<file path="config.mk">
export PLATFORM = sky130hd
export DESIGN_NAME = json_value_path_tokenizer
export DESIGN_NICKNAME = d
export VERILOG_FILES = /design/src/rtl/jvpt_pkg.sv /design/src/rtl/jvpt_front.sv /design/src/rtl/jvpt_back.sv /design/src/rtl/json_value_path_tokenizer.sv
export SDC_FILE = /design/constraint.sdc
export NUM_CORES = 1
export LEC_CHECK = 0
export ABC_AREA = 1
export ABC_CLOCK_PERIOD_IN_PS = 1900
export BUFFER_PORTS_ARGS = -buffer_cell sky130_fd_sc_hd__buf_4
export CAP_MARGIN = 25
export CORE_UTILIZATION = 50
export CTS_BUF_LIST = sky130_fd_sc_hd__clkbuf_8
export CTS_CLUSTER_DIAMETER = 60
export DETAILED_ROUTE_END_ITERATION = 10
export GPL_ROUTABILITY_DRIVEN = 1
export PLACE_DENSITY = 0.72
export RECOVER_POWER = 100
export SETUP_SLACK_MARGIN = 0.2
export SLEW_MARGIN = 25
export SYNTH_ARGS = -nofsm -noshare
export SYNTH_HDL_FRONTEND = slang
export SYNTH_HIERARCHICAL = 1
export SYNTH_SLANG_ARGS = --single-unit
</file>
<file path="constraint.sdc">
create_clock -name clk -period 1.9 [get_ports clk]
set_input_delay 0.19 -clock clk [delete_from_list [all_inputs] [get_ports clk]]
set_output_delay 0.19 -clock clk [all_outputs]
set_load 0.005 [all_outputs]
</file>
<file path="src/rtl/jvpt_pkg.sv">
package jvpt_pkg;

	localparam logic [7:0] CH_SPACE  = 8'h20;
	localparam logic [7:0] CH_TILDE  = 8'h7E;
	localparam logic [7:0] CH_LBRACK = 8'h5B;
	localparam logic [7:0] CH_RBRACK = 8'h5D;
	localparam logic [7:0] CH_DOT    = 8'h2E;
	localparam logic [7:0] CH_BSLASH = 8'h5C;
	localparam logic [7:0] CH_QUOTE  = 8'h22;

	// both queues hold two entries
	localparam logic [1:0] QUEUE_DEPTH = 2'd2;

	typedef enum logic [2:0] {
		CL_END,
		CL_DOT,
		CL_LBRACK,
		CL_RBRACK,
		CL_KEY,
		CL_OTHER
	} char_class_t;

	typedef struct packed {
		char_class_t cls;
		logic [7:0]  ch;
	} token_t;

	typedef enum logic [2:0] {
		ST_EMPTY_ROOT = 3'd0,
		ST_DOT_ROOT   = 3'd1,
		ST_PART_ARRAY = 3'd2,
		ST_FULL_ARRAY = 3'd3,
		ST_START_KEY  = 3'd4,
		ST_WITHIN_KEY = 3'd5
	} parse_state_t;

	typedef enum logic [2:0] {
		ERR_NONE          = 3'd0,
		ERR_FIRST_NOT_DOT = 3'd1,
		ERR_AFTER_ROOT    = 3'd2,
		ERR_NO_CLOSE      = 3'd3,
		ERR_AFTER_ARRAY   = 3'd4,
		ERR_KEY_EXPECTED  = 3'd5,
		ERR_BAD_KEY_CHAR  = 3'd6
	} err_code_t;

	typedef struct packed {
		logic       key_byte_valid;
		logic [7:0] key_char;
		logic       key_done;
		logic       array_segment;
		logic       path_done;
		err_code_t  error_code;
	} result_t;

	// ']' falls in the key byte range; CL_RBRACK also counts as a key byte
	function automatic char_class_t classify(input logic is_end, input logic [7:0] c);
		char_class_t cls;
		if (is_end) begin
			cls = CL_END;
		end else if (c == CH_DOT) begin
			cls = CL_DOT;
		end else if (c == CH_LBRACK) begin
			cls = CL_LBRACK;
		end else if (c == CH_RBRACK) begin
			cls = CL_RBRACK;
		end else if (c > CH_SPACE && c <= CH_TILDE && c != CH_BSLASH && c != CH_QUOTE) begin
			cls = CL_KEY;
		end else begin
			cls = CL_OTHER;
		end
		return cls;
	endfunction

endpackage

</file>
<file path="src/rtl/jvpt_front.sv">
module jvpt_front (
	input  logic             clk,
	input  logic             arst_n,
	input  logic             push,
	output logic             full,
	input  logic [7:0]       in_byte,
	input  logic             path_end,
	output jvpt_pkg::token_t tok,
	output logic             tok_valid,
	input  logic             tok_take
);
	import jvpt_pkg::*;

	token_t     mem_q [2];
	logic       wr_ptr_q;
	logic       rd_ptr_q;
	logic [1:0] cnt_q;
	logic       wr;

	assign full      = (cnt_q == QUEUE_DEPTH);
	assign wr        = push && !full;
	assign tok_valid = (cnt_q != 2'd0);
	assign tok       = mem_q[rd_ptr_q];

	always_ff @(posedge clk) begin
		if (wr) begin
			mem_q[wr_ptr_q] <= '{cls: classify(path_end, in_byte), ch: in_byte};
		end
	end

	always_ff @(posedge clk or negedge arst_n) begin
		if (!arst_n) begin
			wr_ptr_q <= 1'b0;
			rd_ptr_q <= 1'b0;
			cnt_q    <= 2'd0;
		end else begin
			if (wr) begin
				wr_ptr_q <= !wr_ptr_q;
			end
			if (tok_take) begin
				rd_ptr_q <= !rd_ptr_q;
			end
			case ({wr, tok_take})
				2'b10:   cnt_q <= cnt_q + 2'd1;
				2'b01:   cnt_q <= cnt_q - 2'd1;
				default: cnt_q <= cnt_q;
			endcase
		end
	end

endmodule

</file>
<file path="src/rtl/jvpt_back.sv">
module jvpt_back (
	input  logic             clk,
	input  logic             arst_n,
	input  jvpt_pkg::token_t tok,
	input  logic             tok_valid,
	output logic             tok_take,
	output logic             empty,
	input  logic             pop,
	output jvpt_pkg::result_t res_out
);
	import jvpt_pkg::*;

	parse_state_t state_q, state_d;
	err_code_t    held_q, held_d;
	result_t      res;
	result_t      oq_q [2];
	logic         owr_ptr_q;
	logic         ord_ptr_q;
	logic [1:0]   ocnt_q;
	logic         rd;
	logic         is_end;
	logic         key_ok;

	assign is_end   = (tok.cls == CL_END);
	assign key_ok   = (tok.cls == CL_KEY) || (tok.cls == CL_RBRACK);
	assign tok_take = tok_valid && (ocnt_q != QUEUE_DEPTH);
	assign empty    = (ocnt_q == 2'd0);
	assign rd       = pop && !empty;
	assign res_out  = oq_q[ord_ptr_q];

	// result of the current head token
	always_comb begin
		res = '0;
		if (held_q != ERR_NONE) begin
			res.error_code = held_q;
			res.path_done  = is_end;
		end else begin
			unique case (state_q)
				ST_DOT_ROOT: begin
					if (is_end) begin
						res.path_done = 1'b1;
					end else if (tok.cls == CL_LBRACK) begin
						res.path_done = 1'b0;
					end else if (key_ok) begin
						res.key_byte_valid = 1'b1;
						res.key_char       = tok.ch;
					end else begin
						res.error_code = ERR_AFTER_ROOT;
					end
				end
				ST_PART_ARRAY: begin
					if (tok.cls == CL_RBRACK) begin
						res.array_segment = 1'b1;
					end else begin
						res.error_code = ERR_NO_CLOSE;
					end
				end
				ST_FULL_ARRAY: begin
					if (is_end) begin
						res.path_done = 1'b1;
					end else if (tok.cls != CL_DOT && tok.cls != CL_LBRACK) begin
						res.error_code = ERR_AFTER_ARRAY;
					end
				end
				ST_START_KEY: begin
					if (key_ok) begin
						res.key_byte_valid = 1'b1;
						res.key_char       = tok.ch;
					end else begin
						res.error_code = ERR_KEY_EXPECTED;
					end
				end
				ST_WITHIN_KEY: begin
					if (is_end) begin
						res.key_done  = 1'b1;
						res.path_done = 1'b1;
					end else if (tok.cls == CL_DOT || tok.cls == CL_LBRACK) begin
						res.key_done = 1'b1;
					end else if (key_ok) begin
						res.key_byte_valid = 1'b1;
						res.key_char       = tok.ch;
					end else begin
						res.error_code = ERR_BAD_KEY_CHAR;
					end
				end
				default: begin
					if (is_end) begin
						res.path_done = 1'b1;
					end else if (tok.cls != CL_DOT) begin
						res.error_code = ERR_FIRST_NOT_DOT;
					end
				end
			endcase
			if (res.error_code != ERR_NONE) begin
				res.path_done = is_end;
			end
		end
	end

	always_comb begin
		parse_state_t st;
		st      = state_q;
		state_d = state_q;
		held_d  = held_q;
		if (tok_take) begin
			if (held_q != ERR_NONE) begin
				if (is_end) begin
					held_d  = ERR_NONE;
					state_d = ST_EMPTY_ROOT;
				end
			end else begin
				unique case (state_q)
					ST_DOT_ROOT: begin
						if (tok.cls == CL_LBRACK) begin
							st = ST_PART_ARRAY;
						end else if (key_ok) begin
							st = ST_WITHIN_KEY;
						end
					end
					ST_PART_ARRAY: begin
						if (tok.cls == CL_RBRACK) begin
							st = ST_FULL_ARRAY;
						end
					end
					ST_FULL_ARRAY, ST_WITHIN_KEY: begin
						if (tok.cls == CL_DOT) begin
							st = ST_START_KEY;
						end else if (tok.cls == CL_LBRACK) begin
							st = ST_PART_ARRAY;
						end
					end
					ST_START_KEY: begin
						if (key_ok) begin
							st = ST_WITHIN_KEY;
						end
					end
					default: begin
						if (tok.cls == CL_DOT) begin
							st = ST_DOT_ROOT;
						end
					end
				endcase
				if (is_end) begin
					state_d = ST_EMPTY_ROOT;
				end else if (res.error_code != ERR_NONE) begin
					held_d  = res.error_code;
					state_d = st;
				end else begin
					state_d = st;
				end
			end
		end
	end

	always_ff @(posedge clk) begin
		if (tok_take) begin
			oq_q[owr_ptr_q] <= res;
		end
	end

	always_ff @(posedge clk or negedge arst_n) begin
		if (!arst_n) begin
			state_q   <= ST_EMPTY_ROOT;
			held_q    <= ERR_NONE;
			owr_ptr_q <= 1'b0;
			ord_ptr_q <= 1'b0;
			ocnt_q    <= 2'd0;
		end else begin
			state_q <= state_d;
			held_q  <= held_d;
			if (tok_take) begin
				owr_ptr_q <= !owr_ptr_q;
			end
			if (rd) begin
				ord_ptr_q <= !ord_ptr_q;
			end
			case ({tok_take, rd})
				2'b10:   ocnt_q <= ocnt_q + 2'd1;
				2'b01:   ocnt_q <= ocnt_q - 2'd1;
				default: ocnt_q <= ocnt_q;
			endcase
		end
	end

	a_held_sticky: assert property (@(posedge clk) disable iff (!arst_n)
		tok_take && held_q != ERR_NONE && !is_end |=> held_q == $past(held_q))
		else $error("held error changed before end of path");

	a_end_to_root: assert property (@(posedge clk) disable iff (!arst_n)
		tok_take && is_end |=> state_q == ST_EMPTY_ROOT && held_q == ERR_NONE)
		else $error("end of path did not return parser to root");

	a_idle_holds: assert property (@(posedge clk) disable iff (!arst_n)
		!tok_take |=> state_q == $past(state_q) && held_q == $past(held_q))
		else $error("parser state moved without a request");

	a_err_no_event: assert property (@(posedge clk) disable iff (!arst_n)
		tok_take && res.error_code != ERR_NONE
		|-> !(res.key_byte_valid || res.key_done || res.array_segment))
		else $error("segment event reported with an error");

endmodule

</file>
<file path="src/rtl/json_value_path_tokenizer.sv">
// Checks a JSON value path such as ".a.b[][].c" one byte per request, with a
// separate end-of-path request closing each path, and gives exactly one result
// per request: key bytes passed through, key end, "[]" segment, path end, and
// an error code that sticks until end of path. Throughput is one request per
// clock while full is low; the parse state in the back end is updated once per
// request. A request is held in the two-entry classified-byte queue until the
// back end parses it into the two-entry result queue, from which its result is
// popped. full rises only when the result queue is full and the
// classified-byte queue cannot drain.
module json_value_path_tokenizer (
	input  logic       clk,
	input  logic       arst_n,
	input  logic       push,
	output logic       full,
	input  logic [7:0] in_byte,
	input  logic       path_end,
	output logic       empty,
	input  logic       pop,
	output logic       key_byte_valid,
	output logic [7:0] key_char,
	output logic       key_done,
	output logic       array_segment,
	output logic       path_done,
	output logic [2:0] error_code
);
	import jvpt_pkg::*;

	token_t  tok;
	logic    tok_valid;
	logic    tok_take;
	result_t res_out;

	jvpt_front u_front (
		.clk       (clk),
		.arst_n    (arst_n),
		.push      (push),
		.full      (full),
		.in_byte   (in_byte),
		.path_end  (path_end),
		.tok       (tok),
		.tok_valid (tok_valid),
		.tok_take  (tok_take)
	);

	jvpt_back u_back (
		.clk       (clk),
		.arst_n    (arst_n),
		.tok       (tok),
		.tok_valid (tok_valid),
		.tok_take  (tok_take),
		.empty     (empty),
		.pop       (pop),
		.res_out   (res_out)
	);

	assign key_byte_valid = res_out.key_byte_valid;
	assign key_char       = res_out.key_char;
	assign key_done       = res_out.key_done;
	assign array_segment  = res_out.array_segment;
	assign path_done      = res_out.path_done;
	assign error_code     = res_out.error_code;

endmodule
</file>
# Word level (Yosys, flattened, before mapping)
# Memories as Yosys holds them, arrays and structs flattened.
# Index checks and enable logic that the tools add are counted.
# op_classes
addsub	4
n_lt_le_gt_ge	2
n_eq_ne	26
n_mux	55
reduce_logical	29
# ops
op	count
$mux 3	26
$mux 9	5
$pmux 9 s3	1
$eq 8x7->1 const B	2
$mux 1	15
$pmux 3 s5	1
$eq 3x2->1 const B	4
$pmux 3 s4	1
$mux 11	1
$eq 3x3->1 const B	3
$reduce_bool 3->1	3
$eq 8x6->1 const B	1
$gt 8x6->1 const B	1
$le 8x7->1 const B	1
$ne 8x6->1 const B	1
$ne 8x7->1 const B	1
$pmux 2 s2	2
$reduce_bool 2->1	4
$logic_and 1x1->1	7
$eq 2x2->1 const B	3
$eq 3x1->1 const B	2
$logic_not 1->1	6
$ne 3x1->1 const B	2
$reduce_bool 6->1	1
15 further kinds	22
# totals
regBits	14
ramBits	52
inputBits	13
out_inout_bits	17
elab_cells	126
mem_count	2
# mem_list
memory	depth	word_bits	rd	rd_ports_with_merged_regs	wr	line	rtl
u_back.oq_q	2	15	1	0	1	jvpt_back.sv:16	result_t oq_q [2];
u_front.mem_q	2	11	1	0	1	jvpt_front.sv:14	token_t mem_q [2];

# Depth between registers and ports, before layout
# An unclocked memory read counts as a cell.
# depth
depth_word	15
ltp_mapped	14
ltp_nobuf	13

# Modules after synthesis
# Netlist, hierarchy kept.
# by_module_without_submodules
mod	n_inst	cells_per_inst	area_each_um2	seq_area_each_um2
jvpt_back	1	224	2010.7	1151.1
jvpt_front	1	87	1137.3	760.7

# Worst setup path before layout
# OpenSTA, ideal clock, no wires.
# synth_path
kind	register -> register
from	register u_front.rd_ptr_q
to	register u_back.state_q[1]
setup_ps	74
arrival_time_ps	1892
required_time_ps	1826
path_slack_ps	-66
path_stages_with_launch	10
n_path_buf	1
period_less_slack_ps	1966
cell_sequence	dfrtp_1 -> buf_4 -> mux2_1 -> nor2_1 -> nand2_1 -> a21oi_4 -> o2111ai_4 -> nor2_2 -> nand2_1 -> o21ai_2
# synth_rtl
element	line	rtl
start: declaration	jvpt_front.sv:16	logic rd_ptr_q;
start signal: assignment	jvpt_front.sv:41	rd_ptr_q <= !rd_ptr_q;
end signal: assignment	jvpt_back.sv:169	state_q <= state_d;
end: declaration	jvpt_back.sv:13	parse_state_t state_q, state_d;

==> flow_summary.json <==
{
  "nets": 384,
  "core_um2": 5990,
  "drcViolationCount": 0,
  "final_area_um2": 3880,
  "antenna_left": 0,
  "portBuffers": 29,
  "grt_pass1_vias": 2106,
  "vdd_ir_drop_max_mv": 1.03,
  "setup_ws_ps": 8.51,
  "hold_path_class": "in -> reg",
  "drv_cap": 0,
  "outcome": "finished, final reports clean",
  "ioPinCount": 30,
  "clock-root-buffer": "clkbuf_8",
  "fin_crit_ps": 1890,
  "cts_buffer_depth": 2,
  "dp_slack_ps": -5.45,
  "synth-main-ff-cell": "edfxtp_1",
  "finalCritPeriodShare": 0.996,
  "worstReg2RegEnd": "u_back/held_q[0]",
  "critical_path_class": "reg -> reg",
  "yosys_warnings": 6,
  "dp_hpwl_um": 3900,
  "rr_worst_depth": 11,
  "dr.pass1.iters": 4,
  "antenna_found_initial": 0,
  "cts_buffers": 9,
  "clock-sinks": 66,
  "htree_levels": 3,
  "max-slew-margin-rel": 0.438,
  "max_freq_mhz": 529,
  "fin_skew_ps": 6.97,
  "syn2layout_area_growth_pct": 23.1,
  "track_usage": 0.197,
  "clk_pin_slew_ps": 60,
  "rows": 28,
  "multiInputGateArea_um2": 1160,
  "dieArea_um2": 6620,
  "synth_seq_cells": 66,
  "cp_max_fo": 5,
  "holdPathEnd": "u_front/mem_q[0][7]",
  "hold_viol_final": 0,
  "drive_above_1_share": 0.271,
  "tightest_slew_ps": 843,
  "min_path_cells": 1,
  "regArea_um2": 1910,
  "setup_violations": 0,
  "holdWs_ps": 169,
  "routedWlPerCell_um": 13.3,
  "vias": 2265,
  "synthArstFlopShare": 0.212,
  "dieWidth_um": 81.3,
  "synth_cell_types": 37,
  "setup.worst_path.start_class": "register",
  "start_util": 0.525,
  "r2r_setup_slack_ps": 9,
  "rsz0062_at_grt": "yes",
  "insertion_delay_ps": 320,
  "nFillCells": 488,
  "grt_pass1_wl_um": 9520,
  "synth_cells": 311,
  "worstPathArrival_ps": 2150,
  "synth_edf_count": 52,
  "netlist_area_um2": 3150,
  "cts_tree": "built",
  "place.gp.congestion": 0.923,
  "leakagePower_nw": 1.73,
  "grt-ovfl-total": 0,
  "grt_max_degree": 17,
  "r2r_start": "u_front/rd_ptr_q",
  "place_area_um2": 3520,
  "synth_top_area_frac": 0.496,
  "synth_nets": 327,
  "end_kind": "register",
  "die_y_um": 81.3,
  "synth_area_per_cell_um2": 10.1,
  "viasPerCell": 5.06,
  "antennaDiodeCount": 0,
  "required_ps": 2160,
  "ys_seq_area_frac": 0.607,
  "powerDensity_nw_per_um2": 1800,
  "synth_most_common_cell": "nand2_1",
  "ys_top_cells_by_area": "edfxtp_1 (50%), dfrtp_1 (11%), nand2_1 (10%), nor2_1 (4.2%), inv_1 (3.9%)",
  "synth_top_area_cell": "edfxtp_1",
  "wl_um": 5940,
  "min_from": "in_byte[7]",
  "yosys-top-cells-count": "nand2_1 (85), edfxtp_1 (52), nor2_1 (35), inv_1 (33), nand3_1 (15)",
  "drv_slew": 0,
  "first_iter_violations": 102
}
==> routing by layer <==
layer  track usage  wire length (µm)
met2         0.312              2900
met4         0.125               170
met1         0.243              2590
met3        0.0449               278
met5             0                 0
==> cell families after synthesis <==
group,synth area share
flops,0.607
simple gates,0.210
buf+inv,0.0576
fa+ha+maj,0.0119
mux,0.0393
xor+xnor,0.0195
compound gates,0.0541
==> metrics by stage <==
step | std cells | setup TNS, ps | utilization | power [mW]
6_report | 448 | 0 | 0.647 | 6.98
5_1_grt | 448 | -387 | 0.647 | 7.47
4_1_cts | 443 | 0 | 0.642 | 6.81
3_5_place_dp | 416 | -5.45 | 0.587 | 5.30
3_3_place_gp | 416 | 0 | 0.587 | 5.25
2_1_floorplan | 311 | 0 | - | 4.40
==> layout make-up <==
class / count / share of cell area
inverter: 42 / 0.0423
multi-input combinational: 198 / 0.299
sequential: 66 / 0.494
timing repair buffer: 51 / 0.0881
clock buffer: 9 / 0.0320
tap: 75 / 0.0242
clock inverter: 7 / 0.0207
==> critical path: stages (launching register included) <==
cell,delay (ps)
dfrtp_2,450
mux2_4,360
nand3_4,120
nand3_2,100
nand3_2,110
nand3_2,80
buf_4,150
buf_4,120
buf_4,120
inv_1,60
nand4_1,90
nand2_1,70
==> repair_timing <==
action                                 in CTS  in global routing
endpoints found under the hold margin      14                  0
pin swaps                                  11                 10
gates resized for setup                     9                 17
setup buffers                              10                  5
hold buffers                                1                  0
setup endpoints to repair                  26                 76
==> registers in the layout, summed over array words and instances, names as in the netlist <==
name,cells
u_back/ocnt_q,2
u_front/rd_ptr_q,1
u_back/ord_ptr_q,1
u_back/oq_q,30
u_back/state_q,3
u_front/mem_q,22
u_back/held_q,3
u_back/owr_ptr_q,1
u_front/wr_ptr_q,1
u_front/cnt_q,2
==> placed cells by master, fill, tap and decap left out, types with 5 or more instances in the layout <==
cell type	instances
nor2_1	29
buf_4	29
xor2_1	5
edfxtp_1	52
clkbuf_4	9
nor2_2	7
mux2_1	6
inv_1	35
nand2_2	8
a21oi_1	6
inv_2	8
nand2_1	79
clkbuf_1	11
nand3_2	7
dfrtp_1	13
nand3_1	8
nand4_1	7
clkbuf_8	9
==> where the power goes <==
group | total (mW) | internal, mW | leakage (nW) | switching (mW)
logic | 3.29 | 1.40 | 0.945 | 1.89
registers | 2.49 | 2.26 | 0.670 | 0.235
clock network | 1.19 | 0.718 | 0.114 | 0.475
==> worst max path at each step <==
| stage | start | end | slack (ps) | cells past startpoint |
|---|---|---|---|---|
| floorplan | u_front/rd_ptr_q | u_back/held_q[0] | 90 | 12 |
| CTS | u_front/rd_ptr_q | u_back/held_q[0] | 80 | 12 |
| global placement | u_front/rd_ptr_q | u_back/held_q[0] | 80 | 11 |
| finish | u_front/rd_ptr_q | u_back/held_q[0] | 9 | 11 |
| global route | u_front/rd_ptr_q | u_back/held_q[1] | -100 | 11 |
| detailed placement | u_front/rd_ptr_q | u_back/held_q[1] | -5 | 11 |
Note: power is estimated with default switching activity, not from simulation.
